File: src/hdl/dphd_pkg.sv
package dphd_pkg;

  // Field widths
  localparam int SAMPLE_BITS    = 12;
  localparam int TIME_BITS      = 32;
  localparam int RETRIG_BITS    = 20;
  localparam int SCAN_BITS      = 16;
  localparam int XTALK_BITS     = 20;
  localparam int CFG_DATA_BITS  = 20;
  localparam int CFG_INDEX_BITS = 3;

  // Head must beat rim by more than this to win
  localparam logic [SAMPLE_BITS:0] HEAD_MARGIN = (SAMPLE_BITS+1)'(100);

  typedef enum logic [1:0] {
    HIT_NONE = 2'd0,
    HIT_HEAD = 2'd1,
    HIT_RIM  = 2'd2
  } hit_kind_t;

  typedef enum logic [CFG_INDEX_BITS-1:0] {
    CFG_LOW_HEAD  = 3'd0,
    CFG_LOW_RIM   = 3'd1,
    CFG_HIGH_HEAD = 3'd2,
    CFG_HIGH_RIM  = 3'd3,
    CFG_RETRIG    = 3'd4,
    CFG_SCAN      = 3'd5,
    CFG_XTALK     = 3'd6
  } cfg_index_t;

  typedef struct packed {
    logic [SAMPLE_BITS-1:0] sample_head;
    logic [SAMPLE_BITS-1:0] sample_rim;
    logic [TIME_BITS-1:0]   time_now;
  } in_item_t;

  typedef struct packed {
    hit_kind_t              hit_kind;
    logic [SAMPLE_BITS-1:0] peak_head_out;
    logic [SAMPLE_BITS-1:0] peak_rim_out;
    logic [TIME_BITS-1:0]   hit_time;
  } out_item_t;

  typedef struct packed {
    logic [SAMPLE_BITS-1:0] low_threshold_head;
    logic [SAMPLE_BITS-1:0] low_threshold_rim;
    logic [SAMPLE_BITS-1:0] high_threshold_head;
    logic [SAMPLE_BITS-1:0] high_threshold_rim;
    logic [RETRIG_BITS-1:0] retrigger_time;
    logic [SCAN_BITS-1:0]   scan_time;
    logic [XTALK_BITS-1:0]  crosstalk_time;
  } cfg_t;

endpackage

File: src/hdl/dphd_cfg.sv
module dphd_cfg
  import dphd_pkg::*;
(
  input  logic                      clk,
  input  logic                      rst_n,
  input  logic                      cfg_wr_en,
  input  logic [CFG_INDEX_BITS-1:0] cfg_index,
  input  logic [CFG_DATA_BITS-1:0]  cfg_data,
  output cfg_t                      cfg
);

  cfg_t cfg_r;
  cfg_t cfg_nxt;

  // Decode the register index; unknown indexes are ignored
  always_comb begin
    cfg_nxt = cfg_r;
    if (cfg_wr_en) begin
      case (cfg_index)
        CFG_LOW_HEAD:  cfg_nxt.low_threshold_head  = cfg_data[SAMPLE_BITS-1:0];
        CFG_LOW_RIM:   cfg_nxt.low_threshold_rim   = cfg_data[SAMPLE_BITS-1:0];
        CFG_HIGH_HEAD: cfg_nxt.high_threshold_head = cfg_data[SAMPLE_BITS-1:0];
        CFG_HIGH_RIM:  cfg_nxt.high_threshold_rim  = cfg_data[SAMPLE_BITS-1:0];
        CFG_RETRIG:    cfg_nxt.retrigger_time      = cfg_data[RETRIG_BITS-1:0];
        CFG_SCAN:      cfg_nxt.scan_time           = cfg_data[SCAN_BITS-1:0];
        CFG_XTALK:     cfg_nxt.crosstalk_time      = cfg_data[XTALK_BITS-1:0];
        default:       cfg_nxt = cfg_r;
      endcase
    end
  end

  always_ff @(posedge clk) begin
    if (!rst_n) begin
      cfg_r <= '0;
    end else begin
      cfg_r <= cfg_nxt;
    end
  end

  assign cfg = cfg_r;

endmodule

File: src/hdl/dphd_core.sv
module dphd_core
  import dphd_pkg::*;
(
  input  logic      clk,
  input  logic      rst_n,
  input  cfg_t      cfg,
  input  logic      item_valid,
  input  in_item_t  item,
  output out_item_t res
);

  logic                   group_open_r, group_open_nxt;
  logic [TIME_BITS-1:0]   start_r, start_nxt;
  logic [SAMPLE_BITS-1:0] peak_head_r, peak_head_nxt;
  logic [SAMPLE_BITS-1:0] peak_rim_r, peak_rim_nxt;
  logic [TIME_BITS-1:0]   head_ref_r, head_ref_nxt;
  logic [TIME_BITS-1:0]   rim_ref_r, rim_ref_nxt;

  logic [TIME_BITS-1:0]   head_gap, rim_gap, elapsed, xtalk_ref;
  logic                   head_rdy, rim_rdy, opens, win_end;
  logic [SAMPLE_BITS-1:0] head_max, rim_max;
  logic                   head_ok, rim_ok, head_wins;

  // Readiness: signed distance from the hold-off reference
  assign head_gap = item.time_now - head_ref_r;
  assign rim_gap  = item.time_now - rim_ref_r;
  assign head_rdy = !head_gap[TIME_BITS-1] &&
                    (head_gap >= TIME_BITS'(cfg.retrigger_time));
  assign rim_rdy  = !rim_gap[TIME_BITS-1] &&
                    (rim_gap >= TIME_BITS'(cfg.retrigger_time));
  assign opens = ((item.sample_head >= cfg.low_threshold_head) && head_rdy) ||
                 ((item.sample_rim >= cfg.low_threshold_rim) && rim_rdy);

  // Running peaks and window end
  assign head_max = (item.sample_head > peak_head_r) ? item.sample_head : peak_head_r;
  assign rim_max  = (item.sample_rim > peak_rim_r) ? item.sample_rim : peak_rim_r;
  assign elapsed  = item.time_now - start_r;
  assign win_end  = elapsed >= TIME_BITS'(cfg.scan_time);

  // Hit classification
  assign head_ok   = head_max >= cfg.high_threshold_head;
  assign rim_ok    = rim_max >= cfg.high_threshold_rim;
  assign head_wins = head_ok &&
                     ({1'b0, head_max} > ({1'b0, rim_max} + HEAD_MARGIN));
  assign xtalk_ref = item.time_now + TIME_BITS'(cfg.crosstalk_time);

  always_comb begin
    group_open_nxt = group_open_r;
    start_nxt      = start_r;
    peak_head_nxt  = peak_head_r;
    peak_rim_nxt   = peak_rim_r;
    head_ref_nxt   = head_ref_r;
    rim_ref_nxt    = rim_ref_r;
    res.hit_kind      = HIT_NONE;
    res.peak_head_out = '0;
    res.peak_rim_out  = '0;
    res.hit_time      = item.time_now;
    if (!group_open_r) begin
      // Open a scan group and seed the peaks
      if (opens) begin
        group_open_nxt = 1'b1;
        start_nxt      = item.time_now;
        peak_head_nxt  = item.sample_head;
        peak_rim_nxt   = item.sample_rim;
      end
    end else begin
      peak_head_nxt = head_max;
      peak_rim_nxt  = rim_max;
      // Close the group; report the peaks of a valid group and restart hold-offs on a hit
      if (win_end) begin
        group_open_nxt = 1'b0;
        peak_head_nxt  = '0;
        peak_rim_nxt   = '0;
        if (head_ok || rim_ok) begin
          res.peak_head_out = head_max;
          res.peak_rim_out  = rim_max;
          if (head_wins) begin
            res.hit_kind = HIT_HEAD;
            head_ref_nxt = item.time_now;
            rim_ref_nxt  = xtalk_ref;
          end else if (rim_ok) begin
            res.hit_kind = HIT_RIM;
            rim_ref_nxt  = item.time_now;
            head_ref_nxt = xtalk_ref;
          end
        end
      end
    end
  end

  // Advance state only on a transfer
  always_ff @(posedge clk) begin
    if (!rst_n) begin
      group_open_r <= 1'b0;
      start_r      <= '0;
      peak_head_r  <= '0;
      peak_rim_r   <= '0;
      head_ref_r   <= '0;
      rim_ref_r    <= '0;
    end else if (item_valid) begin
      group_open_r <= group_open_nxt;
      start_r      <= start_nxt;
      peak_head_r  <= peak_head_nxt;
      peak_rim_r   <= peak_rim_nxt;
      head_ref_r   <= head_ref_nxt;
      rim_ref_r    <= rim_ref_nxt;
    end
  end

endmodule

File: src/hdl/dphd_skid.sv
module dphd_skid
  import dphd_pkg::*;
(
  input  logic      clk,
  input  logic      rst_n,
  input  logic      up_valid,
  output logic      up_stall,
  input  out_item_t up_data,
  output logic      out_valid,
  input  logic      out_stall,
  output out_item_t out_data
);

  logic      main_valid_r, main_valid_nxt;
  logic      skid_valid_r, skid_valid_nxt;
  out_item_t main_r, main_nxt;
  out_item_t skid_r, skid_nxt;
  logic      up_take, main_free;

  assign up_stall  = skid_valid_r;
  assign up_take   = up_valid && !skid_valid_r;
  assign main_free = !main_valid_r || !out_stall;

  // Refill the output register from the skid stage first, else from the input; park in skid when it is busy
  always_comb begin
    main_valid_nxt = main_valid_r;
    skid_valid_nxt = skid_valid_r;
    main_nxt       = main_r;
    skid_nxt       = skid_r;
    if (main_free) begin
      if (skid_valid_r) begin
        main_nxt       = skid_r;
        main_valid_nxt = 1'b1;
        skid_valid_nxt = 1'b0;
      end else begin
        main_valid_nxt = up_take;
        if (up_take) begin
          main_nxt = up_data;
        end
      end
    end else if (up_take) begin
      skid_nxt       = up_data;
      skid_valid_nxt = 1'b1;
    end
  end

  always_ff @(posedge clk) begin
    if (!rst_n) begin
      main_valid_r <= 1'b0;
      skid_valid_r <= 1'b0;
    end else begin
      main_valid_r <= main_valid_nxt;
      skid_valid_r <= skid_valid_nxt;
    end
  end

  always_ff @(posedge clk) begin
    main_r <= main_nxt;
    skid_r <= skid_nxt;
  end

  assign out_valid = main_valid_r;
  assign out_data  = main_r;

endmodule

File: src/hdl/drum_pad_hit_detector.sv
// Drum pad hit detector: head and rim piezo trigger with peak capture.
// Input channel (in_valid / in_stall / in_data): one head sample, one rim
// sample and a microsecond timestamp per transfer.
// Result channel (out_valid / out_stall / out_data): exactly one result per
// input transfer, in order: hit kind, both peaks of a valid group and the
// echoed timestamp.
// Configuration port (cfg_wr_en / cfg_index / cfg_data): write thresholds
// and times while the block is idle; takes effect on the next item.
// Output: a result is registered in the result register, or in the skid
// register while the output stalls. Throughput: one item per cycle while
// in_stall is low; the detection logic ahead of them is combinational.
// Stall: a two-entry output stage (result register plus skid register) keeps
// accepting while one result waits; in_stall rises only when both hold data.
// Reset (rst_n low, synchronous) clears the configuration and detector state,
// the scan group and both pad hold-offs, and empties the output stage.
module drum_pad_hit_detector
  import dphd_pkg::*;
(
  input  logic                      clk,
  input  logic                      rst_n,
  input  logic                      in_valid,
  output logic                      in_stall,
  input  in_item_t                  in_data,
  output logic                      out_valid,
  input  logic                      out_stall,
  output out_item_t                 out_data,
  input  logic                      cfg_wr_en,
  input  logic [CFG_INDEX_BITS-1:0] cfg_index,
  input  logic [CFG_DATA_BITS-1:0]  cfg_data
);

  cfg_t      cfg;
  out_item_t res;
  logic      in_take;

  assign in_take = in_valid && !in_stall;

  dphd_cfg u_cfg (
    .clk       (clk),
    .rst_n     (rst_n),
    .cfg_wr_en (cfg_wr_en),
    .cfg_index (cfg_index),
    .cfg_data  (cfg_data),
    .cfg       (cfg)
  );

  dphd_core u_core (
    .clk        (clk),
    .rst_n      (rst_n),
    .cfg        (cfg),
    .item_valid (in_take),
    .item       (in_data),
    .res        (res)
  );

  dphd_skid u_skid (
    .clk       (clk),
    .rst_n     (rst_n),
    .up_valid  (in_valid),
    .up_stall  (in_stall),
    .up_data   (res),
    .out_valid (out_valid),
    .out_stall (out_stall),
    .out_data  (out_data)
  );

endmodule

File: config.mk
export PLATFORM = sky130hd
export DESIGN_NAME = drum_pad_hit_detector
export DESIGN_NICKNAME = d
export VERILOG_FILES = /design/src/hdl/dphd_pkg.sv /design/src/hdl/dphd_cfg.sv /design/src/hdl/dphd_core.sv /design/src/hdl/dphd_skid.sv /design/src/hdl/drum_pad_hit_detector.sv
export SDC_FILE = /design/constraint.sdc
export NUM_CORES = 1
export LEC_CHECK = 0
export BUFFER_PORTS_ARGS = -buffer_cell sky130_fd_sc_hd__buf_2
export CAP_MARGIN = 20
export CORE_ASPECT_RATIO = 1.5
export CORE_MARGIN = 1.5
export CORE_UTILIZATION = 62
export DETAILED_ROUTE_END_ITERATION = 7
export PLACE_DENSITY = 0.81
export RECOVER_POWER = 100
export SLEW_MARGIN = 10
export SYNTH_ARGS = -nofsm -noshare
export SYNTH_HDL_FRONTEND = slang
export SYNTH_SLANG_ARGS = --single-unit
File: constraint.sdc
create_clock -name clk -period 7.5 [get_ports clk]
set_input_delay 0.75 -clock clk [delete_from_list [all_inputs] [get_ports clk]]
set_output_delay 0.75 -clock clk [all_outputs]
set_load 0.05 [all_outputs]
Word-level counts from Yosys, hierarchy flattened
Index checks and enable logic that the tools add are counted.
{"block": "op_classes", "addsub": 5, "n_bitwise": 3, "reduce_logical": 31, "n_lt_le_gt_ge": 10, "n_eq_ne": 6, "muxes": 23}
{"op": "32-bit two-way mux", "n": 4}
{"op": "58-bit two-way mux", "n": 2}
{"op": "12-bit two-way mux", "n": 8}
{"op": "32-bit subtractor", "n": 3}
{"op": "26-bit two-way mux", "n": 3}
{"op": "32-bit by 20-bit greater-or-equal comparator with 1-bit output", "n": 2}
{"op": "12-bit greater-or-equal comparator", "n": 4}
{"op": "32-bit by 20-bit adder with 32-bit output", "n": 1}
{"op": "32-bit by 16-bit greater-or-equal comparator with 1-bit output", "n": 1}
{"op": "12-bit > comparator", "n": 2}
{"op": "2-bit AND reduction", "n": 10}
{"op": "12-bit by 7-bit adder with 13-bit output (second input constant)", "n": 1}
{"op": "12-bit by 13-bit > comparator with 1-bit output", "n": 1}
{"op": "3-bit == test (second input constant)", "n": 3}
{"op": "3-bit by 2-bit == test with 1-bit output (second input constant)", "n": 2}
{"op": "1-bit logical AND", "n": 6}
{"op": "2-bit nonzero test", "n": 3}
{"op": "1-bit zero test", "n": 5}
{"op": "5-bit AND reduction", "n": 1}
{"op": "1-bit two-way mux", "n": 4}
{"op": "2-bit two-way mux", "n": 2}
{"op": "3-bit by 1-bit == test with 1-bit output (second input constant)", "n": 1}
{"op": "3-bit zero test", "n": 1}
{"op": "1-bit logical OR", "n": 3}
{"op": "other kinds (3)", "n": 5}
{"block": "totals", "in_bits": 84, "out_inout_bits": 60, "wordCells": 101, "regBits": 343}

Longest topological paths before layout
{"block": "logic_depth", "word_depth": 11, "ltp_mapped": 27, "mapped_depth_nobuf": 24}

By module
A second synthesis with hierarchy kept.
{"block": "unflattened", "cells_unflattened": 2678, "hier_area_um2": 24185.7}
{"mod": "dphd_core", "area_per_inst_um2": 15827.7, "cells_per_inst": 2124, "instances": 1, "seq_area_each_um2": 2422.3}
{"mod": "dphd_skid", "area_per_inst_um2": 4568.1, "cells_per_inst": 189, "instances": 1, "seq_area_each_um2": 3523.4}
{"mod": "dphd_cfg", "area_per_inst_um2": 3776.1, "cells_per_inst": 364, "instances": 1, "seq_area_each_um2": 2082.0}
{"mod": "drum_pad_hit_detector", "area_per_inst_um2": 13.8, "cells_per_inst": 1, "instances": 1, "seq_area_each_um2": 0.0}

Least setup slack after synthesis
OpenSTA, ideal clock, no wires.
{"block": "synth_timing", "kind": "input-to-reg", "start": "input in_data[43] (netlist name)", "end": "register u_core.head_ref_r[19]", "cell_stages": 25, "arrival_time_ps": 5333, "path_slack_ps": 2039, "required_time_ps": 7372, "n_path_buf": 4, "setup_ps": 128, "cell_sequence": "ha_1 -> a21oi_1 -> o21ai_1 -> a2111oi_2 -> a21oi_1 -> buf_2 -> clkbuf_1 -> nand2_1 -> o21ai_0 -> ha_1 -> a211oi_4 -> nor2_1 -> xnor2_1 -> ha_1 -> and4_1 -> a21oi_1 -> and3_1 -> o21ai_0 -> and3_1 -> o41ai_4 -> a2111oi_4 -> buf_6 -> buf_6 -> mux2i_1 -> nor2_1"}
{"block": "synth_via", "elab_chain_len": 7, "elab_cells_between_ends": 10, "cone_classes": "add/sub: 1; order compare: 3; mux: 2; reduce/logical: 4"}
{"element": "start, declared", "line": "drum_pad_hit_detector.sv:23", "source": "input in_item_t in_data,"}
{"element": "12-bit > comparator", "line": "dphd_core.sv:36", "source": "assign rim_max = (item.sample_rim > peak_rim_r) ? item.sample_rim : peak_rim_r;"}
{"element": "12-bit two-way mux *", "line": "dphd_core.sv:36"}
{"element": "12-bit by 7-bit adder with 13-bit output", "line": "dphd_core.sv:44", "source": "({1'b0, head_max} > ({1'b0, rim_max} + HEAD_MARGIN));"}
{"element": "12-bit by 13-bit > comparator with 1-bit output", "line": "dphd_core.sv:44"}
{"element": "1-bit logical AND", "line": "dphd_core.sv:43", "source": "assign head_wins = head_ok &&"}
{"element": "2-bit nonzero test (no line)"}
{"element": "5-bit AND reduction (no line)"}
{"element": "end signal, assigned", "line": "dphd_core.sv:105", "source": "head_ref_r <= head_ref_nxt;"}
{"element": "end, declared", "line": "dphd_core.sv:16", "source": "logic [TIME_BITS-1:0] head_ref_r, head_ref_nxt;"}
Mark *: on every way between the ends. The rest lies on a longest branch, timed or not.
A chain may end at the register's enable or synchronous reset.

Worst setup path in the final report
{"block": "layout_timing", "start": "input in_data[1] (netlist name)", "end": "register u_core.peak_rim_r[11]"}
{"block": "layout_via", "elab_chain_len": 7, "elab_cells_between_ends": 17, "cone_classes": "add/sub: 3; order compare: 3; mux: 2; reduce/logical: 9"}
{"element": "32-bit subtractor, on equally long branches", "line": "dphd_core.sv:25, dphd_core.sv:26"}
{"element": "32-bit by 20-bit greater-or-equal comparator with 1-bit output, or another cell as far along", "line": "dphd_core.sv:28", "source": "(head_gap >= TIME_BITS'(cfg.retrigger_time));"}
{"element": "1-bit logical AND, on equally long branches", "line": "dphd_core.sv:27, dphd_core.sv:29"}
{"element": "1-bit logical AND, on equally long branches", "line": "dphd_core.sv:31, dphd_core.sv:32"}
{"element": "1-bit logical OR", "line": "dphd_core.sv:31", "source": "assign opens = ((item.sample_head >= cfg.low_threshold_head) && head_rdy) ||"}
{"element": "2-bit nonzero test (no line)"}
{"element": "2-bit AND reduction (no line)"}
{"element": "end signal, assigned", "line": "dphd_core.sv:104", "source": "peak_rim_r <= peak_rim_nxt;"}
{"element": "end, declared", "line": "dphd_core.sv:15", "source": "logic [SAMPLE_BITS-1:0] peak_rim_r, peak_rim_nxt;"}
Several ways; a longest one is shown, not always the timed one.

==> run_results.csv <==
group,metric,value,unit
sta,worst_slack,753,ps
floorplan,die_area,0.0390,mm^2
layout,drive_gt1_share,7.21,%
logic_synthesis,ys_seq_elements,343,
setup_path,worstPathCellList,"clkbuf_1, ha_1, nor2b_1, o31a_1, o211ai_1, nand2_1, a21boi_0, o21ai_0, a21o_1, a21oi_1, xnor2_1, ha_1, a21o_1, a21o_1, a21oi_1, o21ai_0, a21oi_1, nand4_1, nor4_1, a41oi_1, o31ai_4, buf_4, a31oi_1, a221oi_1",
global_routing,antenna_found_initial,1,
logic_synthesis,synth_xor_area_share,4.63,%
layout,fillers,3169,
clock_network,clk_path_buf_depth,3,
sta,slew_headroom,-183,%
power,p_leak,0.00983,uW
place,place_area,0.0246,mm^2
setup_path,worstPathArrival,7160,ps
logic_synthesis,ys_seq_area_share,34.2,%
setup_path,cp-end-kind,"flip-flop",
logic_synthesis,synth_area_per_cell,8.40,um^2
logic_synthesis,yosys.area_share.simple,16.2,%
floorplan,die_h,241,um
global_routing,grtUsageTotal,37.1,%
drt,drt_iter0_drc,1579,
drt,vias,21200,
layout,stdcell_area,0.0256,mm^2
power,p_per_area,249,mW/mm^2
clock_network,ctsHoldBuffers,0,
sta,finalSetupViolations,0,
sta,post-route-period-util,90.0,%
power,power,6370,uW
sta,rsz0062_at_grt,"no",
logic_synthesis,ys_top_cells_by_area,"dfxtp_1 19%, edfxtp_1 15%, ha_1 13%, nand2_1 6.5%, a21oi_1 6.4%",
floorplan,initial_core_util,62.7,%
drt,wl_per_cell,21.5,um
clock_network,clock_sinks,343,
layout,final_common_cell,"nand2_1",
clock_network,post_cts_buffers,0,
place,hpwl,54.6,mm
setup_path,worstPathRequired,7910,ps
run_status,violations,"max-capacitance violations, max-slew violations",
clock_network,clock_latency,560,ps
clock_network,cts_root_buf,"clkbuf_16",
sta,worst-slew-pin-transition,4230,ps
drt,first_pass_iters,6,
layout,area_growth,9.16,%
clock_network,htree_levels,2,
layout,layout.cells.most_common_list,"406 x nand2_1, 299 x a21oi_1, 253 x ha_1",
clock_network,cts_buffers,35,
job,maxCapViolations,6,
layout,num-nets-final,3228,
logic_synthesis,synth_enable_flop_cells,116,
clock_network,cts_tree,"built",
setup_path,slowest_delay,690,ps
global_routing,grt_max_degree,119,
sta,fin_worst_skew,25.8,ps
drt,routed_via_density,6.23,
setup_path,crit_path_top_delay_cell,"clkbuf_1",
global_routing,first_global_vias,20800,
logic_synthesis,synth_adder_area_share,13.9,%
setup_path,path_max_fanout,48,
logic_synthesis,syn_inst,2792,
logic_synthesis,synth_mux_area_share,4.10,%
logic_synthesis,yosys_warnings,0,
drt,drtAntennaViolNets,0,
global_routing,grt_overflow_total,0,
place,gp_congestion,1.04,
sta,drv_slew,409,
drt,routed_wl,73.0,mm
logic_synthesis,yosysTopAreaCell,"dfxtp_1",
floorplan,boundaryPins,144,
run_status,outcome,"complete, but fails checks",
setup_path,crit_type,"in -> reg",
place,numPortBuffers,143,
setup_path,cp-start-kind,"input port",
logic_synthesis,synth_compound_area_share,20.9,%
logic_synthesis,synth_nets,3133,
logic_synthesis,ys.flop_type,"dfxtp_1",
layout,diodes,0,
power,worst_ir_drop_vdd,255,uV
logic_synthesis,synth_top_area_share,19.4,%
global_routing,grt_pass1_wl,112,mm
drt,drc_errors,0,
logic_synthesis,synthArstFlopShare,0,%
logic_synthesis,synth_cell_type_count,83,
sta,post-route-min-period,6750,ps
floorplan,fp.coreArea,0.0374,mm^2
place,pre_cts_slack,821,ps
logic_synthesis,synth_top_family_by_area,"compound AO/OA/AOI/OAI gates",
clock_network,clk_pin_slew,60,ps
logic_synthesis,netlist_area,0.0235,mm^2
sta,setup_tns,0,ps
sta,max_freq,148,MHz
hold_path,hp-class,"reg -> reg",
clock_network,cts_resized,0,
floorplan,row_count,87,
floorplan,die_width,162,um
sta,finalHoldViolCount,0,
-- routing by layer --
metal	vias to the layer above	global-route usage (%)	part of all wire, %
met1	9897	37.0	35
met5	-	0	0.022
met4	2	33.5	10
li1	10100	-	-
met3	341	5.70	5.6
met2	884	66.7	50
-- cell usage after synthesis, types with 48 or more instances --
library cell / instances
xnor2_1: 82
ha_1: 253
clkbuf_1: 89
nand2b_1: 48
edfxtp_1: 116
nor2_1: 210
mux2i_1: 56
inv_1: 226
dfxtp_1: 227
o21ai_0: 139
nand2_1: 406
a21oi_1: 301
a21o_1: 62
-- worst max-delay path: cells and delay by family --
family | cells | cell delay (ps)
XOR/XNOR | 1 | 150
adder cells (fa/ha/maj) | 2 | 640
AND/OR/NAND/NOR | 4 | 830
AO/OA/AOI/OAI | 15 | 3570
buffers and inverters | 2 | 1170
-- per-stage QoR --
| step | util (%) | cells | hold slack, ps |
|---|---|---|---|
| 2_1_floorplan | - | 2792 | 436 |
| 3_3_place_gp | 65.7 | 3337 | 442 |
| 3_5_place_dp | 65.7 | 3339 | 448 |
| 4_1_cts | 68.9 | 3401 | 436 |
| 5_1_grt | 68.4 | 3401 | 469 |
| 6_report | 68.4 | 3401 | 455 |
-- logic make-up (layout without fill, tap and decap cells) --
group,Yosys count,in the layout
muxes,91,91
and+or+nand+nor,861,861
buffers and inverters,351,471
adders and majority gates,258,258
DFF,343,343
xor gates and xnor gates,124,124
AOI/OAI and AO/OA,764,764
-- layout make-up --
| type | count | area, um^2 | area share (%) |
|---|---|---|---|
| multi-input cells | 2098 | 14000 | 54.6 |
| repair buffers | 181 | 911 | 3.56 |
| inverters | 228 | 857 | 3.35 |
| clock buffers | 41 | 951 | 3.71 |
| clock inverters | 21 | 262 | 1.02 |
| well taps | 489 | 612 | 2.39 |
| flip-flops and latches | 343 | 8030 | 31.3 |
-- worst paths after layout --
path / from / to / slack [ps] / cells after the start
worst max-delay path: in_data[1] / u_core.peak_rim_r[11] / 750 / 24
worst max register to register: u_core.peak_head_r[5] / u_core.head_ref_r[29] / 960 / 23
worst min register to register: u_cfg.cfg[26] / u_cfg.cfg[26] / 460 / 2
worst min-delay path: u_cfg.cfg[26] / u_cfg.cfg[26] / 460 / 2
-- sequential cells by signal (all words and copies together) (netlist names) --
name / count
u_core.group_open_r: 1
u_skid.skid_r: 58
u_skid.out_valid: 1
u_core.head_ref_r: 32
u_skid.out_data: 58
u_core.rim_ref_r: 32
u_core.peak_head_r: 12
u_cfg.cfg: 104
u_core.peak_rim_r: 12
u_skid.up_stall: 1
u_core.start_r: 32
-- power breakdown --
| part | switching (uW) | internal, uW |
|---|---|---|
| registers | 62.5 | 2060 |
| clock network | 792 | 1090 |
| logic | 1510 | 857 |
| total | 2360 | 4010 |
(Power assumes the default switching activity.)
